[config.mk]
export PLATFORM = sky130hd
export DESIGN_NAME = radix_converter
export DESIGN_NICKNAME = d
export VERILOG_FILES = /design/src/rtl/rc_pkg.sv /design/src/rtl/rc_divider.sv /design/src/rtl/radix_converter.sv
export SDC_FILE = /design/constraint.sdc
export NUM_CORES = 1
export LEC_CHECK = 0
export ABC_AREA = 1
export BUFFER_PORTS_ARGS = -buffer_cell sky130_fd_sc_hd__buf_2
export CAP_MARGIN = 20
export CELL_PAD_IN_SITES_DETAIL_PLACEMENT = 1
export CELL_PAD_IN_SITES_GLOBAL_PLACEMENT = 1
export CORE_ASPECT_RATIO = 1.2
export CORE_MARGIN = 4
export CORE_UTILIZATION = 40
export DETAILED_ROUTE_END_ITERATION = 8
export GPL_ROUTABILITY_DRIVEN = 0
export PLACE_DENSITY = 0.68
export SLEW_MARGIN = 40
export SYNTH_ARGS = -nofsm -noshare
export SYNTH_HDL_FRONTEND = slang
export SYNTH_SLANG_ARGS = --single-unit
[constraint.sdc]
create_clock -name clk -period 13.2 [get_ports clk]
set_input_delay 0.66 -clock clk [delete_from_list [all_inputs] [get_ports clk]]
set_output_delay 0.66 -clock clk [all_outputs]
set_load 0.02 [all_outputs]
[src/rtl/rc_pkg.sv]
// rc_pkg: shared types, constants and digit mapping functions for the radix converter.
// No dependencies; used by rc_divider and radix_converter.
package rc_pkg;

  localparam int VALUE_BITS_DEF = 32;
  localparam int MAX_DIGITS     = 32;
  localparam int DIGIT_IDX_BITS = $clog2(MAX_DIGITS);
  localparam int COUNT_BITS     = DIGIT_IDX_BITS + 1;
  localparam int BASE_BITS      = 6;
  localparam int CHAR_BITS      = 8;
  localparam int CFG_INDEX_BITS = 2;

  localparam logic [BASE_BITS-1:0] BASE_MIN   = 6'd2;
  localparam logic [BASE_BITS-1:0] BASE_MAX   = 6'd36;
  localparam logic [BASE_BITS-1:0] BASE_RESET = 6'd10;
  localparam logic [BASE_BITS-1:0] NO_DIGIT   = 6'd63;

  localparam logic [CHAR_BITS-1:0] CHAR_ZERO    = 8'd48;  // '0'
  localparam logic [CHAR_BITS-1:0] CHAR_UPPER_A = 8'd65;  // 'A'
  localparam logic [CHAR_BITS-1:0] CHAR_LOWER_A = 8'd97;  // 'a'
  localparam logic [CHAR_BITS-1:0] CHAR_LOWER_END = 8'd123;
  localparam logic [CHAR_BITS-1:0] LETTER_COUNT = 8'd26;
  localparam logic [CHAR_BITS-1:0] DECIMAL_DIGITS = 8'd10;

  // configuration register indexes
  localparam logic [CFG_INDEX_BITS-1:0] REG_SOURCE_BASE = 2'd0;
  localparam logic [CFG_INDEX_BITS-1:0] REG_DEST_BASE   = 2'd1;

  // error field codes
  localparam logic [1:0] ERR_OK       = 2'd0;
  localparam logic [1:0] ERR_OVERFLOW = 2'd1;
  localparam logic [1:0] ERR_INVALID  = 2'd2;

  // sticky flag bit positions
  localparam int FLAG_OVF = 0;
  localparam int FLAG_INV = 1;

  typedef struct packed {
    logic [CHAR_BITS-1:0] char_code;
    logic                 last_char;
  } rc_in_t;

  typedef struct packed {
    logic [CHAR_BITS-1:0] digit_code;
    logic                 last_digit;
    logic [1:0]           error;
  } rc_out_t;

  function automatic logic [BASE_BITS-1:0] clamp_base(input logic [BASE_BITS-1:0] b);
    logic [BASE_BITS-1:0] r;
    r = b;
    if (b < BASE_MIN) r = BASE_MIN;
    else if (b > BASE_MAX) r = BASE_MAX;
    return r;
  endfunction

  // ASCII character to digit value; NO_DIGIT when it is not 0-9, a-z, A-Z
  function automatic logic [BASE_BITS-1:0] char_value(input logic [CHAR_BITS-1:0] c);
    logic [CHAR_BITS-1:0] v;
    v = {2'b00, NO_DIGIT};
    if (c >= CHAR_ZERO && c < CHAR_ZERO + DECIMAL_DIGITS) begin
      v = c - CHAR_ZERO;
    end else if (c >= CHAR_LOWER_A && c < CHAR_LOWER_END) begin
      v = DECIMAL_DIGITS + (c - CHAR_LOWER_A);
    end else if (c >= CHAR_UPPER_A && c < CHAR_UPPER_A + LETTER_COUNT) begin
      v = DECIMAL_DIGITS + (c - CHAR_UPPER_A);
    end
    return v[BASE_BITS-1:0];
  endfunction

  // digit value 0..35 to ASCII, 0-9 then uppercase letters
  function automatic logic [CHAR_BITS-1:0] digit_char(input logic [BASE_BITS-1:0] d);
    logic [CHAR_BITS-1:0] dv;
    dv = {2'b00, d};
    if (dv < DECIMAL_DIGITS) return CHAR_ZERO + dv;
    return CHAR_UPPER_A + (dv - DECIMAL_DIGITS);
  endfunction

endpackage

[src/rtl/rc_divider.sv]
// rc_divider: bit-serial restoring divider, one quotient bit per cycle.
// Divides a VALUE_BITS value by a 6-bit base; depends on rc_pkg.
module rc_divider #(
  parameter int VALUE_BITS = rc_pkg::VALUE_BITS_DEF
) (
  input  logic                          clk,
  input  logic                          rst,
  input  logic                          start,
  input  logic [VALUE_BITS-1:0]         dividend,
  input  logic [rc_pkg::BASE_BITS-1:0]  divisor,
  output logic                          done,
  output logic [VALUE_BITS-1:0]         quotient,
  output logic [rc_pkg::BASE_BITS-1:0]  remainder
);
  import rc_pkg::*;

  localparam int CNT_BITS = $clog2(VALUE_BITS);

  logic [CNT_BITS-1:0] cnt;
  logic                run;
  logic [BASE_BITS:0]  rem_sh;
  logic [BASE_BITS:0]  rem_diff;
  logic                ge;

  // shift in next dividend bit, trial subtract
  assign rem_sh   = {remainder, quotient[VALUE_BITS-1]};
  assign ge       = rem_sh >= {1'b0, divisor};
  assign rem_diff = rem_sh - {1'b0, divisor};

  always_ff @(posedge clk) begin
    if (rst) begin
      run  <= 1'b0;
      done <= 1'b0;
      cnt  <= '0;
    end else begin
      done <= 1'b0;
      if (start) begin
        run <= 1'b1;
        cnt <= CNT_BITS'(VALUE_BITS - 1);
      end else if (run) begin
        cnt <= cnt - 1'b1;
        if (cnt == '0) begin
          run  <= 1'b0;
          done <= 1'b1;
        end
      end
    end
  end

  always_ff @(posedge clk) begin
    if (start) begin
      quotient  <= dividend;
      remainder <= '0;
    end else if (run) begin
      quotient  <= {quotient[VALUE_BITS-2:0], ge};
      remainder <= ge ? rem_diff[BASE_BITS-1:0] : rem_sh[BASE_BITS-1:0];
    end
  end

endmodule

[src/rtl/radix_converter.sv]
// radix_converter: ASCII digits in one radix (2..36) to ASCII digits in another.
// Top level; depends on rc_pkg and rc_divider.
//
//  channel  | signals                                   | transfer when
//  ---------+-------------------------------------------+-------------------------------
//  input    | start, busy, item                         | start high and busy low
//  result   | result_valid, result                      | every cycle result_valid is high
//  config   | cfg_valid, cfg_ready, cfg_index, cfg_data | cfg_valid and cfg_ready high
//
// A character without last_char is folded into the accumulator in its transfer cycle;
// the block stays ready. A last character starts the conversion: the bit-serial divider
// produces the output digits one after another, then the digits stream out one per
// cycle. Reset (rst, synchronous) clears accumulator, flags and sequencer and sets
// both bases to 10. The receiver cannot stall: each result is up for one cycle.
module radix_converter #(
  parameter int VALUE_BITS = rc_pkg::VALUE_BITS_DEF
) (
  input  logic                               clk,
  input  logic                               rst,
  // input items
  input  logic                               start,
  output logic                               busy,
  input  rc_pkg::rc_in_t                     item,
  // results
  output logic                               result_valid,
  output rc_pkg::rc_out_t                    result,
  // configuration writes
  input  logic                               cfg_valid,
  output logic                               cfg_ready,
  input  logic [rc_pkg::CFG_INDEX_BITS-1:0]  cfg_index,
  input  logic [rc_pkg::BASE_BITS-1:0]       cfg_data
);
  import rc_pkg::*;

  typedef enum logic [2:0] {
    S_IDLE = 3'b001,  // folding characters
    S_DIV  = 3'b010,  // peeling off digits, least significant first
    S_EMIT = 3'b100   // reading digits back, most significant first
  } rc_state_t;

  rc_state_t state;

  // configuration, stored already clamped to 2..36
  logic [BASE_BITS-1:0] source_base;
  logic [BASE_BITS-1:0] dest_base;

  // conversion state
  logic [VALUE_BITS-1:0]     accumulator;
  logic [1:0]                error_flags;
  logic [COUNT_BITS-1:0]     digit_count;
  logic [DIGIT_IDX_BITS-1:0] rd_ptr;
  logic [BASE_BITS-1:0]      digit_store [MAX_DIGITS];

  // output stage
  logic                 rd_vld;
  logic                 rd_last;
  logic [BASE_BITS-1:0] rd_data;
  logic [1:0]           out_err;

  // divider hookup
  logic                  div_start;
  logic [VALUE_BITS-1:0] div_dividend;
  logic                  div_done;
  logic [VALUE_BITS-1:0] div_quot;
  logic [BASE_BITS-1:0]  div_rem;

  // Horner step on the incoming character
  logic                  accept;
  logic [BASE_BITS-1:0]  char_val;
  logic                  char_bad;
  logic [VALUE_BITS+BASE_BITS-1:0] horner_wide;
  logic                  horner_ovf;
  logic [VALUE_BITS-1:0] acc_next;
  logic [1:0]            flags_next;

  // per-digit decisions
  logic [COUNT_BITS-1:0] count_inc;
  logic                  quot_nz;
  logic                  more_digits;
  logic [1:0]            final_flags;

  assign busy      = (state != S_IDLE);
  assign cfg_ready = 1'b1;
  assign accept    = start && !busy;

  assign char_val    = char_value(item.char_code);
  assign char_bad    = (char_val == NO_DIGIT) || (char_val >= source_base);
  assign horner_wide = {{BASE_BITS{1'b0}}, accumulator} * {{VALUE_BITS{1'b0}}, source_base}
                     + {{VALUE_BITS{1'b0}}, char_val};
  assign horner_ovf  = |horner_wide[VALUE_BITS+BASE_BITS-1:VALUE_BITS];

  always_comb begin
    acc_next   = accumulator;
    flags_next = error_flags;
    if (char_bad) begin
      flags_next[FLAG_INV] = 1'b1;
    end else begin
      acc_next = horner_wide[VALUE_BITS-1:0];
      if (horner_ovf) flags_next[FLAG_OVF] = 1'b1;
    end
  end

  // next digit: keep dividing while the quotient is nonzero and the store has room
  assign count_inc   = digit_count + 1'b1;
  assign quot_nz     = |div_quot;
  assign more_digits = quot_nz && (count_inc < COUNT_BITS'(MAX_DIGITS));

  always_comb begin
    final_flags = error_flags;
    if (quot_nz) final_flags[FLAG_OVF] = 1'b1;  // digits beyond the store are dropped
  end

  assign div_start    = (accept && item.last_char) ||
                        (state == S_DIV && div_done && more_digits);
  assign div_dividend = (state == S_IDLE) ? acc_next : div_quot;

  rc_divider #(
    .VALUE_BITS (VALUE_BITS)
  ) u_div (
    .clk       (clk),
    .rst       (rst),
    .start     (div_start),
    .dividend  (div_dividend),
    .divisor   (dest_base),
    .done      (div_done),
    .quotient  (div_quot),
    .remainder (div_rem)
  );

  // configuration registers
  always_ff @(posedge clk) begin
    if (rst) begin
      source_base <= BASE_RESET;
      dest_base   <= BASE_RESET;
    end else if (cfg_valid && cfg_ready) begin
      case (cfg_index)
        REG_SOURCE_BASE: source_base <= clamp_base(cfg_data);
        REG_DEST_BASE:   dest_base   <= clamp_base(cfg_data);
        default: ;
      endcase
    end
  end

  // sequencer
  always_ff @(posedge clk) begin
    if (rst) begin
      state       <= S_IDLE;
      accumulator <= '0;
      error_flags <= '0;
      digit_count <= '0;
      rd_ptr      <= '0;
      rd_vld      <= 1'b0;
    end else begin
      rd_vld <= 1'b0;
      case (state)
        S_IDLE: begin
          if (accept) begin
            accumulator <= acc_next;
            error_flags <= flags_next;
            if (item.last_char) begin
              digit_count <= '0;
              state       <= S_DIV;
            end
          end
        end
        S_DIV: begin
          if (div_done) begin
            digit_count <= count_inc;
            if (!more_digits) begin
              // conversion finished: clear for the next number
              accumulator <= '0;
              error_flags <= '0;
              rd_ptr      <= digit_count[DIGIT_IDX_BITS-1:0];
              state       <= S_EMIT;
            end
          end
        end
        S_EMIT: begin
          rd_vld <= 1'b1;
          rd_ptr <= rd_ptr - 1'b1;
          if (rd_ptr == '0) begin
            digit_count <= '0;
            state       <= S_IDLE;
          end
        end
        default: state <= S_IDLE;
      endcase
    end
  end

  // error code and read-side payload
  always_ff @(posedge clk) begin
    if (state == S_DIV && div_done && !more_digits) begin
      if (final_flags[FLAG_INV])      out_err <= ERR_INVALID;
      else if (final_flags[FLAG_OVF]) out_err <= ERR_OVERFLOW;
      else                            out_err <= ERR_OK;
    end
    if (state == S_EMIT) begin
      rd_last <= (rd_ptr == '0);
    end
  end

  // digit store: written per remainder, read back in reverse
  always_ff @(posedge clk) begin
    if (state == S_DIV && div_done) begin
      digit_store[digit_count[DIGIT_IDX_BITS-1:0]] <= div_rem;
    end
  end

  always_ff @(posedge clk) begin
    rd_data <= digit_store[rd_ptr];
  end

  assign result_valid      = rd_vld;
  assign result.digit_code = digit_char(rd_data);
  assign result.last_digit = rd_last;
  assign result.error      = out_err;

  // the final digit of a number is never followed directly by another digit
  a_last_ends_burst: assert property (@(posedge clk) disable iff (rst)
    result_valid && result.last_digit |=> !result_valid)
    else $error("digit emitted right after final digit");

  // a final character always launches a conversion
  a_last_starts_conv: assert property (@(posedge clk) disable iff (rst)
    accept && item.last_char |=> busy && (state == S_DIV))
    else $error("final character did not start conversion");

  // the divider only finishes while the sequencer waits for it
  a_div_done_in_div: assert property (@(posedge clk) disable iff (rst)
    div_done |-> (state == S_DIV))
    else $error("divider done outside of divide phase");

  // digit count never passes the store depth
  a_count_bound: assert property (@(posedge clk) disable iff (rst)
    digit_count <= COUNT_BITS'(MAX_DIGITS))
    else $error("digit count beyond store depth");

endmodule
==> Yosys cells after proc, flatten, opt, wreduce, memory -nomap -nowiden <==
Memory sizes are Yosys's and may differ from the RTL's. A register that Yosys moved wholly into a read port is not among the register bits.
Index checks and enable logic that the tools add are counted.
{ "op_classes": {"add_sub_neg": 13, "multipliers": 1, "div_mod_pow": 0, "magnitude_cmp": 12, "n_eq_ne": 15, "shifts": 0, "n_mux": 49, "bitwise": 1, "reduce_logical": 32} }
{ "op_table": {"columns": ["op", "n"], "rows": [
  ["$mux 32", 7],
  ["$pmux 32 s2", 1],
  ["$mux 6", 10],
  ["$add 38x6->38", 1],
  ["$mul 32x6->38", 1],
  ["$reduce_or 32->1", 1],
  ["$mux 5", 4],
  ["$pmux 6 s3", 1],
  ["$ge 8x7->1 const B", 2],
  ["$lt 8x7->1 const B", 2],
  ["$mux 8", 2],
  ["$mux 3", 5],
  ["$reduce_and 5->1", 3],
  ["$mux 1", 13],
  ["$add 4x6->6 const A", 2],
  ["$ne 2x2->1 const B", 6],
  ["$sub 6x6->6 const B", 2],
  ["$logic_not 5->1", 2],
  ["$pmux 5 s2", 1],
  ["$sub 5x1->5 const B", 2],
  ["$logic_and 1x1->1", 9],
  ["$pmux 3 s3", 1],
  ["$add 7x8->8 const A", 1],
  ["$ge 8x6->1 const B", 1],
  ["other kinds (33)", 43]
]} }
{ "totals": {"regBits": 109, "latchBits": 0, "ramBits": 192, "mem_bits_ro": 0, "input_bits": 21, "out_inout_bits": 14, "elab_cells": 140, "mem_count": 1} }
{ "memory_table": {"columns": ["memory", "words", "width", "rd", "rd_clocked_by_memory_dff", "write_ports", "line", "rtl"], "rows": [
  ["digit_store", 32, 6, 1, 1, 1, "radix_converter.sv:52", "logic [BASE_BITS-1:0] digit_store [MAX_DIGITS];"]
]} }

==> Depth between registers and ports, before layout <==
{ "depth": {"depth_word": 11, "mapped_depth": 31, "ltp_nobuf": 31} }

==> By module <==
A second synthesis with hierarchy kept.
{ "hier_totals": {"hier_cells": 2645, "area_unflattened_um2": 21788.4} }
{ "by_module_without_submodules": {"columns": ["module", "instances", "cells_per_inst", "area_each_um2", "seq_area_each_um2"], "rows": [
  ["radix_converter", 1, 2374, 19479.9, 7196.9],
  ["rc_divider", 1, 271, 2308.5, 1221.2]
]} }

==> Least setup slack after synthesis <==
No wires, ideal clock.
{ "synth_timing": {"path_type": "flip-flop to flip-flop", "startpoint": "reg source_base[5]", "endpoint": "reg u_div.quotient[26] (data pin)", "setup_ns": 0.254, "arrival_time_ns": 4.415, "t_required_ns": 12.946, "path_slack_ns": 8.532, "stages_incl_launch_ff": 23, "n_path_buf": 2, "period_less_slack_ns": 4.668, "path_cell_list": "dfxtp_1 -> clkbuf_1 -> clkbuf_1 -> nand2_1 -> fa_1 -> fa_1 -> inv_1 -> fa_1 -> fa_1 -> ha_1 -> nand2_1 -> inv_1 -> nand2_1 -> nand2_1 -> nand2_1 -> nand3_1 -> nand2_1 -> nand2_1 -> a21oi_1 -> xor2_1 -> nand3_2 -> nand3_1 -> nand2_1"} }
{ "synth_between": {"elab_chain_len": 5, "word_cells_on_any_way": 7, "classes_between": "1 x add/sub; 1 x mul; 1 x order compare; 3 x mux; 1 x reduce/logical"} }
{ "synth_rtl": {"columns": ["item", "line", "rtl"], "rows": [
  ["start: declaration", "radix_converter.sv:44", "logic [BASE_BITS-1:0] source_base;"],
  ["start signal: assignment", "radix_converter.sv:137", "REG_SOURCE_BASE: source_base <= clamp_base(cfg_data);"],
  ["$mul 32x6->38 / $ge 6x6->1 (equally long branches)", "radix_converter.sv:88, radix_converter.sv:87", null],
  ["$add 38x6->38 / $logic_or 1x1->1 (equally long branches)", "radix_converter.sv:89, radix_converter.sv:87", null],
  ["$mux 32 *", "radix_converter.sv:95", "if (char_bad) begin"],
  ["$mux 32 *", "radix_converter.sv:115", "assign div_dividend = (state == S_IDLE) ? acc_next : div_quot;"],
  ["$mux 32 *", "rc_divider.sv:51", "if (start) begin"],
  ["end signal: assignment", "rc_divider.sv:52", "quotient <= dividend;"],
  ["end signal: assignment", "rc_divider.sv:55", "quotient <= {quotient[VALUE_BITS-2:0], ge};"],
  ["end: declaration", "rc_divider.sv:12", "output logic [VALUE_BITS-1:0] quotient,"]
]} }
Mark *: on every way between the ends. The rest lies on a longest branch, timed or not. The select of a mux whose other input is x is not followed.
A chain may end at the register's enable or synchronous reset.

==> Final worst setup path <==
{ "layout_timing": {"startpoint": "reg source_base[5]", "endpoint": "reg u_div.quotient[25] (data pin)"} }
The elaborated chain is that of the path after synthesis.

==> metrics.md <==
| Metric | Value |
|---|---|
| Status | `finished, final reports clean` |
| CP arrival | `roughly 5600 ps` |
| Pleak | `~11 nW` |
| Remaining antenna violation count | `0` |
| Detailed Place HPWL | `between 40,000 and 50,000 um` |
| Net load switching power | `approximately 0.79 mW` |
| Final worst path period need | `~5300 ps` |
| Fraction of layout cells with a size suffix above 1 | `11.39%` |
| Clk pwr share | `37.7%` |
| Synth Net Count | `2,770` |
| Die W | `~220 um` |
| Pins Over Slew Limit | `0` |
| Worst-skew pair later-pin latency | `between 500 and 600 ps` |
| Setup Viol. Count Final | `0` |
| Worst Hold Class | `primary input to register` |
| Syn Inst Count | `between 2,000 and 3,000` |
| Dpl cells | `roughly 3,200` |
| Gate power share | `between 10% and 20%` |
| CTS tree | `built` |
| Async S/R FF share, synth | `0%` |
| Total core area | `about 54,000 um2` |
| Main synth FF type | `edfxtp_1` |
| NumNets Final | `~2,700` |
| Met2 wire len | `33,130 um` |
| DRT Pass-1 Iters | `6` |
| Wl on met1 | `between 20,000 and 30,000 um` |
| Worst Tran Pin Value | `around 780 ps` |
| H-tree depth | `2` |
| Post-Route WL | `62,000 um` |
| Post-CTS Setup Bufs | `0` |
| # DRC | `0` |
| Netlist cell types | `57` |
| Crit Path Category | `register to register` |
| Data required, critical path | `13,490 ps` |
| Area Overhead vs Synth | `8.282%` |
| Warning count from the yosys run | `0` |
| Row cnt | `between 90 and 100` |
| Final Util | `43.99%` |
| Slew HR | `48.23%` |
| Max clock buf depth | `3` |
| Pwr per Cell Area | `about 110 nW/um2` |
| Number of top-level pins | `35` |
| VDD IR max | `a little over 0.0001 V` |
| Pwr Total | `2.688 mW` |
| Area share of the largest cell type after synthesis | `a little under a third` |
| Setup TNS | `0 ps` |
| RSZ-0062 raised after global routing | `false` |
| Die height | `around 260 um` |
| Avg Cell Area, Syn | `8.743 um2` |
| Endpoints failing hold | `0` |
| Max-Cap Viols | `0` |
| First-pass GRT wire length | `around 100,000 um` |
| Initial Utilization | `between 40% and 50%` |
| Die Footprint | `around 59,000 um2` |
| Post-synth EDFFs | `227` |
| Fin Clk Skew | `roughly 21 ps` |
| Grt ovf | `0` |
| Hold-fix buffers at CTS | `0` |
| Fin crit share | `approximately two fifths` |
| Cell Area, Synth | `about 22,000 um2` |
| Initial antenna violation count | `0` |
| CP max FO | `33` |
| Vias after detailed routing | `16,900` |
| CTS sink count | `approximately 310` |
| Top cells by area, synth | `edfxtp_1 (31%), fa_1 (11%), nand2_1 (9.3%)` |
| Vias per std cell | `approximately 5.3` |
| Sw Ratio | `between 20% and 30%` |
| Wire per inst | `19.28 um` |
| CP Launch Type | `register` |
| Post-synthesis sequential area ratio | `between 30% and 40%` |
| Number of global-route vias before repair | `18,780` |
| Cell taking the most area after synthesis | `edfxtp_1` |
| All-Layer GR Usage | `approximately a fifth` |
| FMAX | `around 0.19 GHz` |
| Hold slack | `~390 ps` |
| Number of I/O port buffers | `33` |
| Largest net degree at the start of global routing | `99` |
| CTS Root Cell | `clkbuf_16` |
| DRT iter0 DRCs | `roughly 870` |
| Met3 wire length | `1477 um` |
| #FFs+latches synth | `about 300` |
| Top Metal Used | `met4` |
| Critical Path End Type | `register` |
| Post-cts resize count | `0` |
| Clock Pin Slew Worst Setup and Hold Paths | `about 60 ps` |
| P_int | `1.902 mW` |
| Flop pwr share | `approximately 44%` |
| Num CTS Buffers | `34` |
| Final Non-Filler Cells | `between 3,000 and 4,000` |
-- flip-flops by register name, indices dropped and copies added, names as in the netlist --
| name | flops |
|---|---|
| digit_store | 192 |
| accumulator | 32 |
| u_div.quotient | 32 |
| dest_base | 6 |
| digit_count | 6 |
| rd_data | 6 |
| source_base | 6 |
| u_div.remainder | 6 |
| rd_ptr | 5 |
| u_div.cnt | 5 |
| state | 3 |
| error_flags | 2 |
| out_err | 2 |
| rd_last | 1 |
| result_valid | 1 |
| u_div.done | 1 |
| u_div.run | 1 |
-- area by class of cell --
class / count / area (um2)
Tap cell: 712 / 890.9
Clock inverter: 20 / 274.0
Fill cell: 6347 / 30240
Antenna cell: 1 / 2.502
Inverter: 424 / 1592
Timing Repair Buffer: 56 / 341.6
Multi-Input combinational cell: 1653 / 11320
Clock buffer: 42 / 912.1
Sequential cell: 307 / 8419
-- metal layers --
| metal | global-route usage [%] | vias to the layer above |
|---|---|---|
| met2 | 40.36 | 237 |
| met5 | 0 | - |
| met4 | 6.304 | 0 |
| met1 | 24.95 | 8552 |
| met3 | 1.794 | 90 |
| li1 | - | 8024 |
-- synthesized netlist by cell type (19+ instances only) --
master and number:
a21oi_1 108, a21oi_2 32, clkbuf_1 71, clkbuf_2 23, dfxtp_1 80, edfxtp_1 227
fa_1 125, ha_1 115, inv_1 411, nand2_1 546, nand2_4 28, nand3_1 76
nand3_2 82, nor2_1 199, nor3_1 22, o21ai_0 138, o22ai_1 27, xnor2_1 19
xor2_1 20
-- logic make-up (layout without fill, tap and decap cells) --
group / after synthesis / in the layout / share of synthesized area (%)
and+or+nand+nor: 994 / 994 / 21.65
adders and majority gates: 240 / 240 / 17.97
DFF: 307 / 307 / 38.38
other: 1 / 2 / 0.01710
AOI/OAI and AO/OA: 378 / 378 / 10.31
buffers and inverters: 549 / 542 / 10.05
xor gates and xnor gates: 40 / 40 / 1.631
-- per-stage QoR --
stage / setup slack [ps] / cell area (um2)
6_report: 7911 / 23750
5_1_grt: 7640 / 23750
4_1_cts: 7942 / 23750
3_5_place_dp: 7950 / 22560
3_3_place_gp: 8062 / 22560
2_1_floorplan: 8532 / 21940
-- path summary, 6_finish.rpt --
check	end	slack (ps)	depth (start not counted)	from
setup reg to reg	u_div.quotient[25]	7910	20	source_base[5]
setup / recovery	u_div.quotient[25]	7910	20	source_base[5]
hold / removal	dest_base[3]	390	3	cfg_data[3]
hold reg to reg	out_err[1]	460	0	error_flags[1]
-- critical path, cell delays in order, from the launching register on --
cell     delay [ps]
dfxtp_1         330
buf_4           360
nand2_1         140
fa_1            520
fa_1            540
inv_1            50
fa_1            500
fa_1            490
ha_1            380
nand2_1         110
nor2_1          300
nand2_1          90
nand3_1         150
nand2_1          80
nand2_1         140
nand3_1         100
nand3_1         100
xor2_1          290
nand3_2         140
nand3_1         140
nand2_1          60
-- placed cells by master (no fill, tap or decap), drive strengths merged, types with 16 or more instances in the layout --
cell	count
nand2	578
a21oi	141
edfxtp	227
xnor2	19
buf	56
nor2	202
ha	115
xor2	21
nor3	24
nand3	159
o22ai	27
o21ai	146
o221ai	16
inv	423
dfxtp	80
clkbuf	42
fa	125
-- power by group through the flow --
stage	Clock, mW	Combinational, mW	Sequential (mW)
6_report	1.01	0.490	1.19
5_1_grt	1.07	0.547	1.19
4_1_cts	1.03	0.495	1.19
3_5_place_dp	0	0.490	1.21
3_3_place_gp	0	0.471	1.20
2_1_floorplan	0	0.308	1.22
(Power assumes the default switching activity.)
